--- src/rtl/core/bds_pkg.sv ---
// Shared types, widths, constants and tables for the baud divisor search block.
package bds_pkg;

	localparam int BAUD_W      = 20;
	localparam int CLOCK_W     = 27;
	localparam int MAXERR_W    = 14;
	localparam int REG_W       = 16;
	localparam int IDX_W       = 4;
	localparam int ACT_W       = 26;
	localparam int ERR_W       = 15;
	localparam int MAG_W       = 14;
	localparam int SCALED_W    = 40;
	localparam int LIMIT_W     = 34;
	localparam int CHK_W       = 28;
	localparam int DIVIDEND_W  = 40;
	localparam int DIVISOR_W   = 20;
	localparam int DIV_CNT_W   = $clog2(DIVIDEND_W);
	localparam int S_TDATA_W   = 24;
	localparam int M_TDATA_W   = 88;
	localparam int PADDR_W     = 3;
	localparam int PDATA_W     = 32;

	localparam int RATE_COUNT  = 9;

	localparam logic [CLOCK_W-1:0]  CLOCK_RESET  = CLOCK_W'(16000000);
	localparam logic [MAXERR_W-1:0] MAXERR_RESET = MAXERR_W'(200);

	localparam logic [MAXERR_W-1:0] ERR_SCALE = MAXERR_W'(10000);
	localparam logic [MAG_W-1:0]    ERR_SAT   = MAG_W'(10000);

	// Register index as seen on paddr[2].
	localparam logic REG_CLOCK  = 1'b0;
	localparam logic REG_MAXERR = 1'b1;

	// Generator modes in trial order: 8-bit /64, 8-bit /16, 16-bit /16, 16-bit /4.
	// Bit 1 selects the wide generator, bit 0 the high speed divider.
	localparam logic [1:0] MODE_FIRST = 2'd0;
	localparam logic [1:0] MODE_LAST  = 2'd3;

	localparam logic [DIVIDEND_W-1:0] NARROW_LIMIT = DIVIDEND_W'(256);
	localparam logic [DIVIDEND_W-1:0] WIDE_LIMIT   = DIVIDEND_W'(65536);

	typedef enum logic [1:0] {
		DIV_OP_Q,
		DIV_OP_ACT,
		DIV_OP_MAG
	} div_op_t;

	typedef enum logic [3:0] {
		ST_IDLE,
		ST_CHECK,
		ST_DIV_Q,
		ST_DIV_ACT,
		ST_MUL,
		ST_CMP,
		ST_DIV_MAG,
		ST_NEXT,
		ST_FOUND,
		ST_MISS
	} state_t;

	typedef struct packed {
		logic    load_req;
		logic    next_rate;
		logic    inc_mode;
		logic    div_start;
		div_op_t div_op;
		logic    latch_reg;
		logic    latch_act;
		logic    latch_mul;
		logic    latch_mag;
		logic    load_out;
		logic    out_found;
	} ctl_cmd_t;

	typedef struct packed {
		logic range_ok;
		logic reg_ok;
		logic err_ok;
		logic div_done;
		logic mode_last;
		logic rate_last;
		logic search;
		logic out_busy;
	} ctl_stat_t;

	// Standard rate table, fastest first.
	function automatic logic [BAUD_W-1:0] rate_of(input logic [IDX_W-1:0] idx);
		logic [BAUD_W-1:0] r;
		case (idx)
			4'd0: r = BAUD_W'(115200);
			4'd1: r = BAUD_W'(57600);
			4'd2: r = BAUD_W'(38400);
			4'd3: r = BAUD_W'(19200);
			4'd4: r = BAUD_W'(9600);
			4'd5: r = BAUD_W'(4800);
			4'd6: r = BAUD_W'(2400);
			4'd7: r = BAUD_W'(1200);
			4'd8: r = BAUD_W'(300);
			default: r = '0;
		endcase
		return r;
	endfunction

	// Log2 of the generator prescaler for each mode.
	function automatic logic [2:0] mode_shift(input logic [1:0] mode);
		logic [2:0] s;
		case (mode)
			2'd0: s = 3'd6;
			2'd1: s = 3'd4;
			2'd2: s = 3'd4;
			2'd3: s = 3'd2;
			default: s = 3'd2;
		endcase
		return s;
	endfunction

endpackage

--- src/rtl/core/bds_divider.sv ---
// Restoring divider that produces one quotient bit per clock.
module bds_divider (
	input  logic                                clk,
	input  logic                                arst_n,
	input  logic                                start,
	input  logic [bds_pkg::DIVIDEND_W-1:0]      dividend,
	input  logic [bds_pkg::DIVISOR_W-1:0]       divisor,
	output logic                                done,
	output logic [bds_pkg::DIVIDEND_W-1:0]      quotient
);

	logic                                busy_q;
	logic                                done_q;
	logic [bds_pkg::DIV_CNT_W-1:0]       cnt_q;
	logic [bds_pkg::DIVIDEND_W-1:0]      quo_q;
	logic [bds_pkg::DIVISOR_W-1:0]       rem_q;
	logic [bds_pkg::DIVISOR_W-1:0]       dsr_q;
	logic [bds_pkg::DIVISOR_W:0]         trial;
	logic [bds_pkg::DIVISOR_W:0]         diff;
	logic                                ge;

	assign trial = {rem_q, quo_q[bds_pkg::DIVIDEND_W-1]};
	assign ge    = trial >= {1'b0, dsr_q};
	assign diff  = trial - {1'b0, dsr_q};

	always_ff @(posedge clk or negedge arst_n) begin
		if (!arst_n) begin
			busy_q <= 1'b0;
			done_q <= 1'b0;
			cnt_q  <= '0;
		end else begin
			done_q <= 1'b0;
			if (start) begin
				busy_q <= 1'b1;
				cnt_q  <= bds_pkg::DIV_CNT_W'(bds_pkg::DIVIDEND_W - 1);
			end else if (busy_q) begin
				cnt_q <= cnt_q - 1'b1;
				if (cnt_q == '0) begin
					busy_q <= 1'b0;
					done_q <= 1'b1;
				end
			end
		end
	end

	always_ff @(posedge clk) begin
		if (start) begin
			quo_q <= dividend;
			rem_q <= '0;
			dsr_q <= divisor;
		end else if (busy_q) begin
			quo_q <= {quo_q[bds_pkg::DIVIDEND_W-2:0], ge};
			rem_q <= ge ? diff[bds_pkg::DIVISOR_W-1:0] : trial[bds_pkg::DIVISOR_W-1:0];
		end
	end

	assign done     = done_q;
	assign quotient = quo_q;

endmodule

--- src/rtl/core/bds_datapath.sv ---
// Datapath: trial operands, shared divider, error arithmetic and result register.
module bds_datapath (
	input  logic                                clk,
	input  logic                                arst_n,
	input  bds_pkg::ctl_cmd_t                   cmd,
	output bds_pkg::ctl_stat_t                  stat,
	input  logic [bds_pkg::CLOCK_W-1:0]         clock_hz,
	input  logic [bds_pkg::MAXERR_W-1:0]        max_err,
	input  logic [bds_pkg::BAUD_W-1:0]          requested_baud,
	input  logic                                search_table,
	input  logic                                m_tready,
	output logic                                m_tvalid,
	output logic [bds_pkg::M_TDATA_W-1:0]       m_tdata,
	output logic                                m_tuser
);

	logic                                search_q;
	logic [bds_pkg::IDX_W-1:0]           idx_q;
	logic [1:0]                          mode_q;
	logic [bds_pkg::BAUD_W-1:0]          baud_q;
	logic [bds_pkg::REG_W-1:0]           reg_q;
	logic [bds_pkg::ACT_W-1:0]           actual_q;
	logic [bds_pkg::SCALED_W-1:0]        scaled_q;
	logic [bds_pkg::LIMIT_W-1:0]         limit_q;
	logic                                neg_q;
	logic [bds_pkg::MAG_W-1:0]           mag_q;
	logic                                out_valid_q;
	logic [bds_pkg::M_TDATA_W-1:0]       out_data_q;
	logic                                out_found_q;

	logic [2:0]                          shift;
	logic [bds_pkg::CLOCK_W-1:0]         clk_sh;
	logic [bds_pkg::CHK_W-1:0]           prod2;
	logic [bds_pkg::DIVIDEND_W-1:0]      div_dividend;
	logic [bds_pkg::DIVISOR_W-1:0]       div_divisor;
	logic                                div_done;
	logic [bds_pkg::DIVIDEND_W-1:0]      quot;
	logic [bds_pkg::DIVIDEND_W-1:0]      reg_limit;
	logic [bds_pkg::ACT_W-1:0]           baud_ext;
	logic                                neg;
	logic [bds_pkg::ACT_W-1:0]           diff;
	logic [bds_pkg::SCALED_W-1:0]        scaled_d;
	logic [bds_pkg::LIMIT_W-1:0]         limit_d;
	logic [bds_pkg::MAG_W-1:0]           mag_d;
	logic [bds_pkg::ERR_W-1:0]           err;
	logic [bds_pkg::IDX_W-1:0]           idx_next;

	assign shift  = bds_pkg::mode_shift(mode_q);
	assign clk_sh = clock_hz >> shift;
	// The range check compares the clock against twice the prescaled rate.
	assign prod2  = bds_pkg::CHK_W'(baud_q) << (shift + 3'd1);

	always_comb begin
		case (cmd.div_op)
			bds_pkg::DIV_OP_Q: begin
				div_dividend = bds_pkg::DIVIDEND_W'(clk_sh);
				div_divisor  = baud_q;
			end
			bds_pkg::DIV_OP_ACT: begin
				// The previous quotient is still held by the divider at this start.
				div_dividend = bds_pkg::DIVIDEND_W'(clk_sh);
				div_divisor  = quot[bds_pkg::DIVISOR_W-1:0];
			end
			bds_pkg::DIV_OP_MAG: begin
				div_dividend = scaled_q;
				div_divisor  = baud_q;
			end
			default: begin
				div_dividend = scaled_q;
				div_divisor  = baud_q;
			end
		endcase
	end

	bds_divider u_div (
		.clk      (clk),
		.arst_n   (arst_n),
		.start    (cmd.div_start),
		.dividend (div_dividend),
		.divisor  (div_divisor),
		.done     (div_done),
		.quotient (quot)
	);

	assign reg_limit = mode_q[1] ? bds_pkg::WIDE_LIMIT : bds_pkg::NARROW_LIMIT;
	assign baud_ext  = bds_pkg::ACT_W'(baud_q);
	assign neg       = actual_q < baud_ext;
	assign diff      = neg ? (baud_ext - actual_q) : (actual_q - baud_ext);
	assign scaled_d  = bds_pkg::SCALED_W'(diff) * bds_pkg::SCALED_W'(bds_pkg::ERR_SCALE);
	assign limit_d   = bds_pkg::LIMIT_W'(max_err) * bds_pkg::LIMIT_W'(baud_q);
	assign mag_d     = (quot > bds_pkg::DIVIDEND_W'(bds_pkg::ERR_SAT)) ? bds_pkg::ERR_SAT
		: quot[bds_pkg::MAG_W-1:0];
	assign err       = neg_q ? (bds_pkg::ERR_W'(0) - bds_pkg::ERR_W'(mag_q))
		: bds_pkg::ERR_W'(mag_q);
	assign idx_next  = idx_q + 1'b1;

	always_ff @(posedge clk or negedge arst_n) begin
		if (!arst_n) begin
			out_valid_q <= 1'b0;
		end else if (cmd.load_out) begin
			out_valid_q <= 1'b1;
		end else if (m_tready) begin
			out_valid_q <= 1'b0;
		end
	end

	always_ff @(posedge clk) begin
		if (cmd.load_req) begin
			search_q <= search_table;
			idx_q    <= '0;
			mode_q   <= bds_pkg::MODE_FIRST;
			baud_q   <= search_table ? bds_pkg::rate_of('0) : requested_baud;
		end else if (cmd.next_rate) begin
			idx_q  <= idx_next;
			mode_q <= bds_pkg::MODE_FIRST;
			baud_q <= bds_pkg::rate_of(idx_next);
		end else if (cmd.inc_mode) begin
			mode_q <= mode_q + 1'b1;
		end
		if (cmd.latch_reg) begin
			reg_q <= quot[bds_pkg::REG_W-1:0] - 1'b1;
		end
		if (cmd.latch_act) begin
			actual_q <= quot[bds_pkg::ACT_W-1:0];
		end
		if (cmd.latch_mul) begin
			scaled_q <= scaled_d;
			limit_q  <= limit_d;
			neg_q    <= neg;
		end
		if (cmd.latch_mag) begin
			mag_q <= mag_d;
		end
		if (cmd.load_out) begin
			out_found_q <= cmd.out_found;
			if (cmd.out_found) begin
				out_data_q <= {5'b0, err, actual_q, baud_q, idx_q, mode_q[0], mode_q[1], reg_q};
			end else begin
				out_data_q <= '0;
			end
		end
	end

	assign stat.range_ok  = (baud_q != '0) && ({1'b0, clock_hz} > prod2);
	assign stat.reg_ok    = quot <= reg_limit;
	assign stat.err_ok    = bds_pkg::SCALED_W'(limit_q) > scaled_q;
	assign stat.div_done  = div_done;
	assign stat.mode_last = mode_q == bds_pkg::MODE_LAST;
	assign stat.rate_last = idx_q == bds_pkg::IDX_W'(bds_pkg::RATE_COUNT - 1);
	assign stat.search    = search_q;
	assign stat.out_busy  = out_valid_q && !m_tready;

	assign m_tvalid = out_valid_q;
	assign m_tdata  = out_data_q;
	assign m_tuser  = out_found_q;

endmodule

--- src/rtl/core/bds_ctrl.sv ---
// Controller state machine that sequences rates, modes and divider operations.
module bds_ctrl (
	input  logic                 clk,
	input  logic                 arst_n,
	input  logic                 s_tvalid,
	output logic                 s_tready,
	input  bds_pkg::ctl_stat_t   stat,
	output bds_pkg::ctl_cmd_t    cmd
);

	bds_pkg::state_t state_q;
	bds_pkg::state_t state_d;

	always_ff @(posedge clk or negedge arst_n) begin
		if (!arst_n) begin
			state_q <= bds_pkg::ST_IDLE;
		end else begin
			state_q <= state_d;
		end
	end

	always_comb begin
		state_d  = state_q;
		cmd      = '0;
		s_tready = 1'b0;
		case (state_q)
			bds_pkg::ST_IDLE: begin
				s_tready = 1'b1;
				if (s_tvalid) begin
					cmd.load_req = 1'b1;
					state_d      = bds_pkg::ST_CHECK;
				end
			end
			bds_pkg::ST_CHECK: begin
				if (stat.range_ok) begin
					cmd.div_start = 1'b1;
					cmd.div_op    = bds_pkg::DIV_OP_Q;
					state_d       = bds_pkg::ST_DIV_Q;
				end else begin
					state_d = bds_pkg::ST_NEXT;
				end
			end
			bds_pkg::ST_DIV_Q: begin
				if (stat.div_done) begin
					if (stat.reg_ok) begin
						cmd.latch_reg = 1'b1;
						cmd.div_start = 1'b1;
						cmd.div_op    = bds_pkg::DIV_OP_ACT;
						state_d       = bds_pkg::ST_DIV_ACT;
					end else begin
						state_d = bds_pkg::ST_NEXT;
					end
				end
			end
			bds_pkg::ST_DIV_ACT: begin
				if (stat.div_done) begin
					cmd.latch_act = 1'b1;
					state_d       = bds_pkg::ST_MUL;
				end
			end
			bds_pkg::ST_MUL: begin
				cmd.latch_mul = 1'b1;
				state_d       = bds_pkg::ST_CMP;
			end
			bds_pkg::ST_CMP: begin
				if (stat.err_ok) begin
					cmd.div_start = 1'b1;
					cmd.div_op    = bds_pkg::DIV_OP_MAG;
					state_d       = bds_pkg::ST_DIV_MAG;
				end else begin
					state_d = bds_pkg::ST_NEXT;
				end
			end
			bds_pkg::ST_DIV_MAG: begin
				if (stat.div_done) begin
					cmd.latch_mag = 1'b1;
					state_d       = bds_pkg::ST_FOUND;
				end
			end
			bds_pkg::ST_NEXT: begin
				if (!stat.mode_last) begin
					cmd.inc_mode = 1'b1;
					state_d      = bds_pkg::ST_CHECK;
				end else if (stat.search && !stat.rate_last) begin
					cmd.next_rate = 1'b1;
					state_d       = bds_pkg::ST_CHECK;
				end else begin
					state_d = bds_pkg::ST_MISS;
				end
			end
			bds_pkg::ST_FOUND: begin
				if (!stat.out_busy) begin
					cmd.load_out  = 1'b1;
					cmd.out_found = 1'b1;
					state_d       = bds_pkg::ST_IDLE;
				end
			end
			bds_pkg::ST_MISS: begin
				if (!stat.out_busy) begin
					cmd.load_out = 1'b1;
					state_d      = bds_pkg::ST_IDLE;
				end
			end
			default: begin
				state_d = bds_pkg::ST_IDLE;
			end
		endcase
	end

endmodule

--- src/rtl/core/uart_baud_divisor_search_top.sv ---
// Top level of the baud divisor search: register file, controller and datapath.
//
// A request enters on the slave stream: s_tdata holds the requested baud rate and
// s_tuser selects a search of the standard rate table (115200 down to 300) instead.
// For each rate the block tries the 8-bit /64, 8-bit /16, 16-bit /16 and 16-bit /4
// generator modes in turn and returns one result on the master stream: m_tuser
// tells whether a setting within tolerance was found, m_tdata carries the setting.
// Requests are handled one at a time. Every quotient comes from one shared
// bit-serial divider, which sets the latency: a mode that fails the range check
// needs no division, one that fails the register size needs one, one that fails
// the error check two, and the accepted one three before its result is loaded.
// The clock and tolerance registers sit on the APB port at byte offsets 0 and 4 and
// reset to 16 MHz and 2.00 percent; they should be written only while idle.
// A finished result waits in the output register while the next request is taken;
// if the receiver still stalls when that request completes, the block waits.
// Reset clears the controller and the output valid flag.
module uart_baud_divisor_search_top (
	input  logic                              clk,
	input  logic                              arst_n,
	input  logic                              s_tvalid,
	output logic                              s_tready,
	// [19:0] requested_baud, [23:20] zero
	input  logic [bds_pkg::S_TDATA_W-1:0]     s_tdata,
	// [0] search_table
	input  logic                              s_tuser,
	output logic                              m_tvalid,
	input  logic                              m_tready,
	// [15:0] divisor_value, [16] wide_generator, [17] high_speed, [21:18] rate_index,
	// [41:22] target_baud, [67:42] actual_baud, [82:68] error_hundredths, [87:83] zero
	output logic [bds_pkg::M_TDATA_W-1:0]     m_tdata,
	// [0] found
	output logic                              m_tuser,
	input  logic                              psel,
	input  logic                              penable,
	input  logic                              pwrite,
	input  logic [bds_pkg::PADDR_W-1:0]       paddr,
	input  logic [bds_pkg::PDATA_W-1:0]       pwdata,
	output logic [bds_pkg::PDATA_W-1:0]       prdata,
	output logic                              pready
);

	logic [bds_pkg::CLOCK_W-1:0]   clock_hz_q;
	logic [bds_pkg::MAXERR_W-1:0]  max_err_q;
	logic                          wr_en;
	bds_pkg::ctl_cmd_t             cmd;
	bds_pkg::ctl_stat_t            stat;

	assign pready = 1'b1;
	assign wr_en  = psel && penable && pwrite && pready;

	always_ff @(posedge clk or negedge arst_n) begin
		if (!arst_n) begin
			clock_hz_q <= bds_pkg::CLOCK_RESET;
			max_err_q  <= bds_pkg::MAXERR_RESET;
		end else if (wr_en) begin
			case (paddr[2])
				bds_pkg::REG_CLOCK:  clock_hz_q <= pwdata[bds_pkg::CLOCK_W-1:0];
				bds_pkg::REG_MAXERR: max_err_q  <= pwdata[bds_pkg::MAXERR_W-1:0];
				default: ;
			endcase
		end
	end

	always_comb begin
		case (paddr[2])
			bds_pkg::REG_CLOCK:  prdata = bds_pkg::PDATA_W'(clock_hz_q);
			bds_pkg::REG_MAXERR: prdata = bds_pkg::PDATA_W'(max_err_q);
			default:             prdata = '0;
		endcase
	end

	bds_ctrl u_ctrl (
		.clk      (clk),
		.arst_n   (arst_n),
		.s_tvalid (s_tvalid),
		.s_tready (s_tready),
		.stat     (stat),
		.cmd      (cmd)
	);

	bds_datapath u_dp (
		.clk            (clk),
		.arst_n         (arst_n),
		.cmd            (cmd),
		.stat           (stat),
		.clock_hz       (clock_hz_q),
		.max_err        (max_err_q),
		.requested_baud (s_tdata[bds_pkg::BAUD_W-1:0]),
		.search_table   (s_tuser),
		.m_tready       (m_tready),
		.m_tvalid       (m_tvalid),
		.m_tdata        (m_tdata),
		.m_tuser        (m_tuser)
	);

	// A request keeps the block busy for at least the cycle after its transfer.
	a_busy_after_accept: assert property (@(posedge clk) disable iff (!arst_n)
		s_tvalid && s_tready |=> !s_tready)
		else $error("input accepted while a request was in progress");

	// A result without a setting carries all-zero data.
	a_miss_is_zero: assert property (@(posedge clk) disable iff (!arst_n)
		m_tvalid && !m_tuser |-> m_tdata == '0)
		else $error("not-found result has nonzero data");

	// An accepted setting always has a reload value of at least one.
	a_found_reload: assert property (@(posedge clk) disable iff (!arst_n)
		m_tvalid && m_tuser |-> m_tdata[15:0] != 16'd0)
		else $error("found result with zero reload value");

	// The reported error stays within plus or minus 100 percent.
	a_err_range: assert property (@(posedge clk) disable iff (!arst_n)
		m_tvalid && m_tuser |->
			($signed(m_tdata[82:68]) <= 15'sd10000) &&
			($signed(m_tdata[82:68]) >= -15'sd10000))
		else $error("error field out of range");

endmodule

--- config.mk ---
export PLATFORM = sky130hd
export DESIGN_NAME = uart_baud_divisor_search_top
export DESIGN_NICKNAME = d
export VERILOG_FILES = /design/src/rtl/core/bds_pkg.sv /design/src/rtl/core/bds_divider.sv /design/src/rtl/core/bds_datapath.sv /design/src/rtl/core/bds_ctrl.sv /design/src/rtl/core/uart_baud_divisor_search_top.sv
export SDC_FILE = /design/constraint.sdc
export NUM_CORES = 2
export LEC_CHECK = 0
export ABC_AREA = 1
export BUFFER_PORTS_ARGS = -buffer_cell sky130_fd_sc_hd__clkbuf_2
export CAP_MARGIN = 30
export CORE_MARGIN = 5
export CORE_UTILIZATION = 35
export DETAILED_ROUTE_END_ITERATION = 10
export SLEW_MARGIN = 20
export SYNTH_ARGS = -nofsm -noshare
export SYNTH_HDL_FRONTEND = slang
export SYNTH_HIERARCHICAL = 1
export SYNTH_SLANG_ARGS = --single-unit
--- constraint.sdc ---
create_clock -name clk -period 6.52 [get_ports clk]
set_input_delay 0.652 -clock clk [delete_from_list [all_inputs] [get_ports clk]]
set_output_delay 0.652 -clock clk [all_outputs]
set_load 0.01 [all_outputs]
==> qor.csv <==
stage,metric,value,unit
clocking,numClockSinks,372,
sta,worstMarginPinSlew,0.983,ns
clocking,clkLatencyLatePin,0.63,ns
worst_setup_path,reg2reg_depth,21,
clocking,path_clk_slew,0.06,ns
placement,port_buffers,168,
power,p_sw_share,50.3,%
worst_setup_path,start_kind,flip-flop,
min_path,worstHoldPathType,in2async,
clocking,clockBufferDepth,3,
finish,area_growth_syn_to_layout,12.2,%
sta,setup_violations,0,
status,status,"finished, final reports clean",
clocking,numCtsBuffers,44,
floorplan,num_rows,119,
sta,fin_crit_sh,95.8,%
floorplan,start_util,35.1,%
power,p_switching,0.00986,W
worst_setup_path,crit_end,u_dp/limit_q[31],
worst_setup_path,worst_setup_path_end_kind,flip-flop,
worst_setup_path,r2r_start,u_dp/baud_q[1],
worst_setup_path,critPathKind,reg2reg,
sta,fmax,160,MHz
floorplan,dieArea,112000,um^2
route,drt-vias-per-instance,4.85,
grt,grt_pass1_wl,173000,um
clocking,htreeDepth,2,
placement,dp_hpwl,92000,um
worst_setup_path,worstPathRequired,6.88,ns
sta,skew,0.0576,ns
route,vias,30800,
grt,antenna_found_initial,5,
sta,slew_viol_final,0,
finish,final_common_cell,nand2_1,
yosys,syn_avg_cell_area,7.77,um^2
worst_setup_path,path_cells,buf_4 -> nand2_1 -> inv_1 -> fa_1 -> inv_1 -> fa_1 -> inv_1 -> fa_1 -> inv_1 -> fa_1 -> inv_1 -> fa_1 -> fa_1 -> ha_1 -> nand2_1 -> nor2_1 -> nand2_1 -> o21ai_0 -> nand2_1 -> nand2_1 -> xor2_1,
route,routed_wl,112000,um
finish,nNetsFinal,5590,
yosys,yosys.cell_types.count,62,
worst_setup_path,r2r_end,u_dp/limit_q[31],
placement,place_area,39600,um^2
yosys,ys_warn_count,6,
yosys,syn_area,36800,um^2
sta,hold_violations,0,
grt,grt_start_max_net_pins,83,
finish,layout_common_cells,"nand2_1 (1,362), inv_1 (981), ha_1 (332), edfxtp_1 (292), fa_1 (271)",
worst_setup_path,cp-startpoint,u_dp/baud_q[1],
yosys,synth_edf_count,292,
yosys,synth.ff_latch_count,372,
floorplan,core,105000,um^2
worst_setup_path,crit_path_frequent_cell,fa_1,
clocking,cts_tree,done,
worst_setup_path,critPathSlowestCell,fa_1,
yosys,yosysSeqAreaShare,29.0,%
sta,period_minus_slack,6.25,ns
worst_setup_path,rrSetupSlack,0.27,ns
yosys,syn_inst,4733,
grt,overflow,0,
power,power.density,475,nW/um^2
route,antenna_left,0,
power,pwr-share-comb,69.4,%
worst_setup_path,cp.arrival,6.61,ns
route,drt_first_pass_iters,5,
yosys,async_reset_ff_share,14.5,%
worst_setup_path,crit_buf_inv,6,
power,seq_power_share,17.6,%
route,post-route-drc-count,0,
grt,grt_pass1_vias,30200,
placement,gp_congestion,0.959,
yosys,yosys_most_used_dff,edfxtp_1,
power,leakagePower,21.7,nW
route,wl_per_cell,17.6,um
clocking,cts_root_buf,clkbuf_16,
route,drt_iter0_markers,2316,
power,power.share.clock,12.9,%
worst_setup_path,slowest_delay,0.53,ns
power,max-vdd-ir-drop,1160,uV
placement,dp_slack,0.174,ns
job,maxCapViolCount,0,
finish,design_area,41300,um^2
floorplan,die_w,334,um
floorplan,die_y,334,um
sta,max-slew-margin-rel,33.9,%
worst_setup_path,cp_max_fo,19,
worst_setup_path,cp.depth,21,
power,internal-power,0.00974,W
finish,drive_gt1_share,10.2,%
floorplan,ios,191,
grt,track_usage,19.7,%
sta,finalWorstSetupSlack,0.272,ns
worst_setup_path,cpLargestDelayFamily,adder cells,
[synthesized netlist by cell type (38+ instances only)]
| master | n | share of area [%] |
|---|---|---|
| nand2_1 | 1367 | 14 |
| inv_1 | 986 | 10 |
| ha_1 | 337 | 11 |
| edfxtp_1 | 292 | 24 |
| fa_1 | 272 | 15 |
| nor2_1 | 256 | 2.6 |
| nand3_1 | 213 | 2.9 |
| o21ai_0 | 189 | 2.6 |
| a21oi_1 | 183 | 2.5 |
| clkbuf_1 | 101 | 1.0 |
| xor2_1 | 74 | 1.8 |
| dfrtp_1 | 44 | 3.0 |
| nor3_1 | 39 | 0.53 |
| nand4_1 | 38 | 0.65 |
[logic make-up after synthesis]
| group | Yosys count | synth area share, % |
|---|---|---|
| muxes | 18 | 0.490 |
| AOI/OAI and AO/OA | 462 | 6.92 |
| DFF | 372 | 29.0 |
| other | 3 | 0.0306 |
| buffers and inverters | 1162 | 12.4 |
| adders and majority gates | 609 | 26.3 |
| xor gates and xnor gates | 95 | 2.26 |
| and+or+nand+nor | 2012 | 22.7 |
[state kept, by name (all words and copies together), names as in the netlist, 2 cells and up]
signal and count:
u_dp/idx_q 4, u_dp/u_div/cnt_q 6, u_dp/limit_q 34, max_err_q 14
u_dp/actual_q 26, u_dp/u_div/quotient 40, u_dp/mode_q 2, u_dp/reg_q 16
u_dp/u_div/dsr_q 20, u_dp/u_div/rem_q 20, u_dp/scaled_q 36, u_dp/baud_q 20
clock_hz_q 27, u_dp/m_tdata 83, u_dp/mag_q 14, u_ctrl/state_q 4
[metal layers]
layer	vias up	track usage (%)	share of wire [%]
met3	193	2.74	5.8
met1	14600	25.4	42
met2	890	33.8	48
met5	-	0	0.0098
met4	2	6.99	4.1
li1	15100	-	-
[repair_timing]
action                                  CTS  global route
setup buffers                             0             1
hold buffers                              0             0
endpoints found under the setup margin    0            19
resized for setup                         0            56
endpoints found under the hold margin     0             0
[power by group through the flow]
stage	sequential (W)	combinational, W	clock (W)
2_1_floorplan	0.00336	0.0102	0
4_1_cts	0.00345	0.0138	0.00261
3_3_place_gp	0.00350	0.0136	0
6_report	0.00345	0.0136	0.00254
5_1_grt	0.00346	0.0155	0.00269
3_5_place_dp	0.00350	0.0137	0
[area by class of cell]
| type | count | area, um^2 |
|---|---|---|
| Timing Repair Buffer | 290 | 1810 |
| Inverter | 999 | 3750 |
| Tap cell | 1391 | 1740 |
| Sequential cell | 372 | 10700 |
| Clock buffer | 48 | 1120 |
| Antenna cell | 1 | 2.50 |
| Multi-Input combinational cell | 3207 | 21800 |
| Fill cell | 10800 | 63600 |
| Clock inverter | 34 | 369 |
[worst min path at each step]
| stage | startpoint | endpoint | slack, ns |
|---|---|---|---|
| 2_1_floorplan | arst_n | clock_hz_q[0] | 0.36 |
| 3_3_place_gp | u_dp/u_div/rem_q[9] | u_dp/u_div/rem_q[9] | 0.46 |
| 3_5_place_dp | u_dp/u_div/rem_q[9] | u_dp/u_div/rem_q[9] | 0.46 |
| 4_1_cts | s_tuser | u_dp/search_q | 0.19 |
| 5_1_grt | s_tuser | u_dp/search_q | 0.20 |
| 6_report | arst_n | u_dp/m_tvalid | 0.17 |
[through the flow]
stage	std cells	TNS (ns)	util [%]	power [W]	hold WS, ns
after floorplan	4741	0	-	0.0136	0.356
after global placement	6255	0	37.7	0.0171	0.459
after detailed placement	6257	0	37.8	0.0172	0.464
after CTS	6339	0	39.2	0.0198	0.191
after global routing	6341	-0.0778	39.4	0.0216	0.200
final	6342	0	39.4	0.0196	0.174
Power figures use the tool's default switching activity.
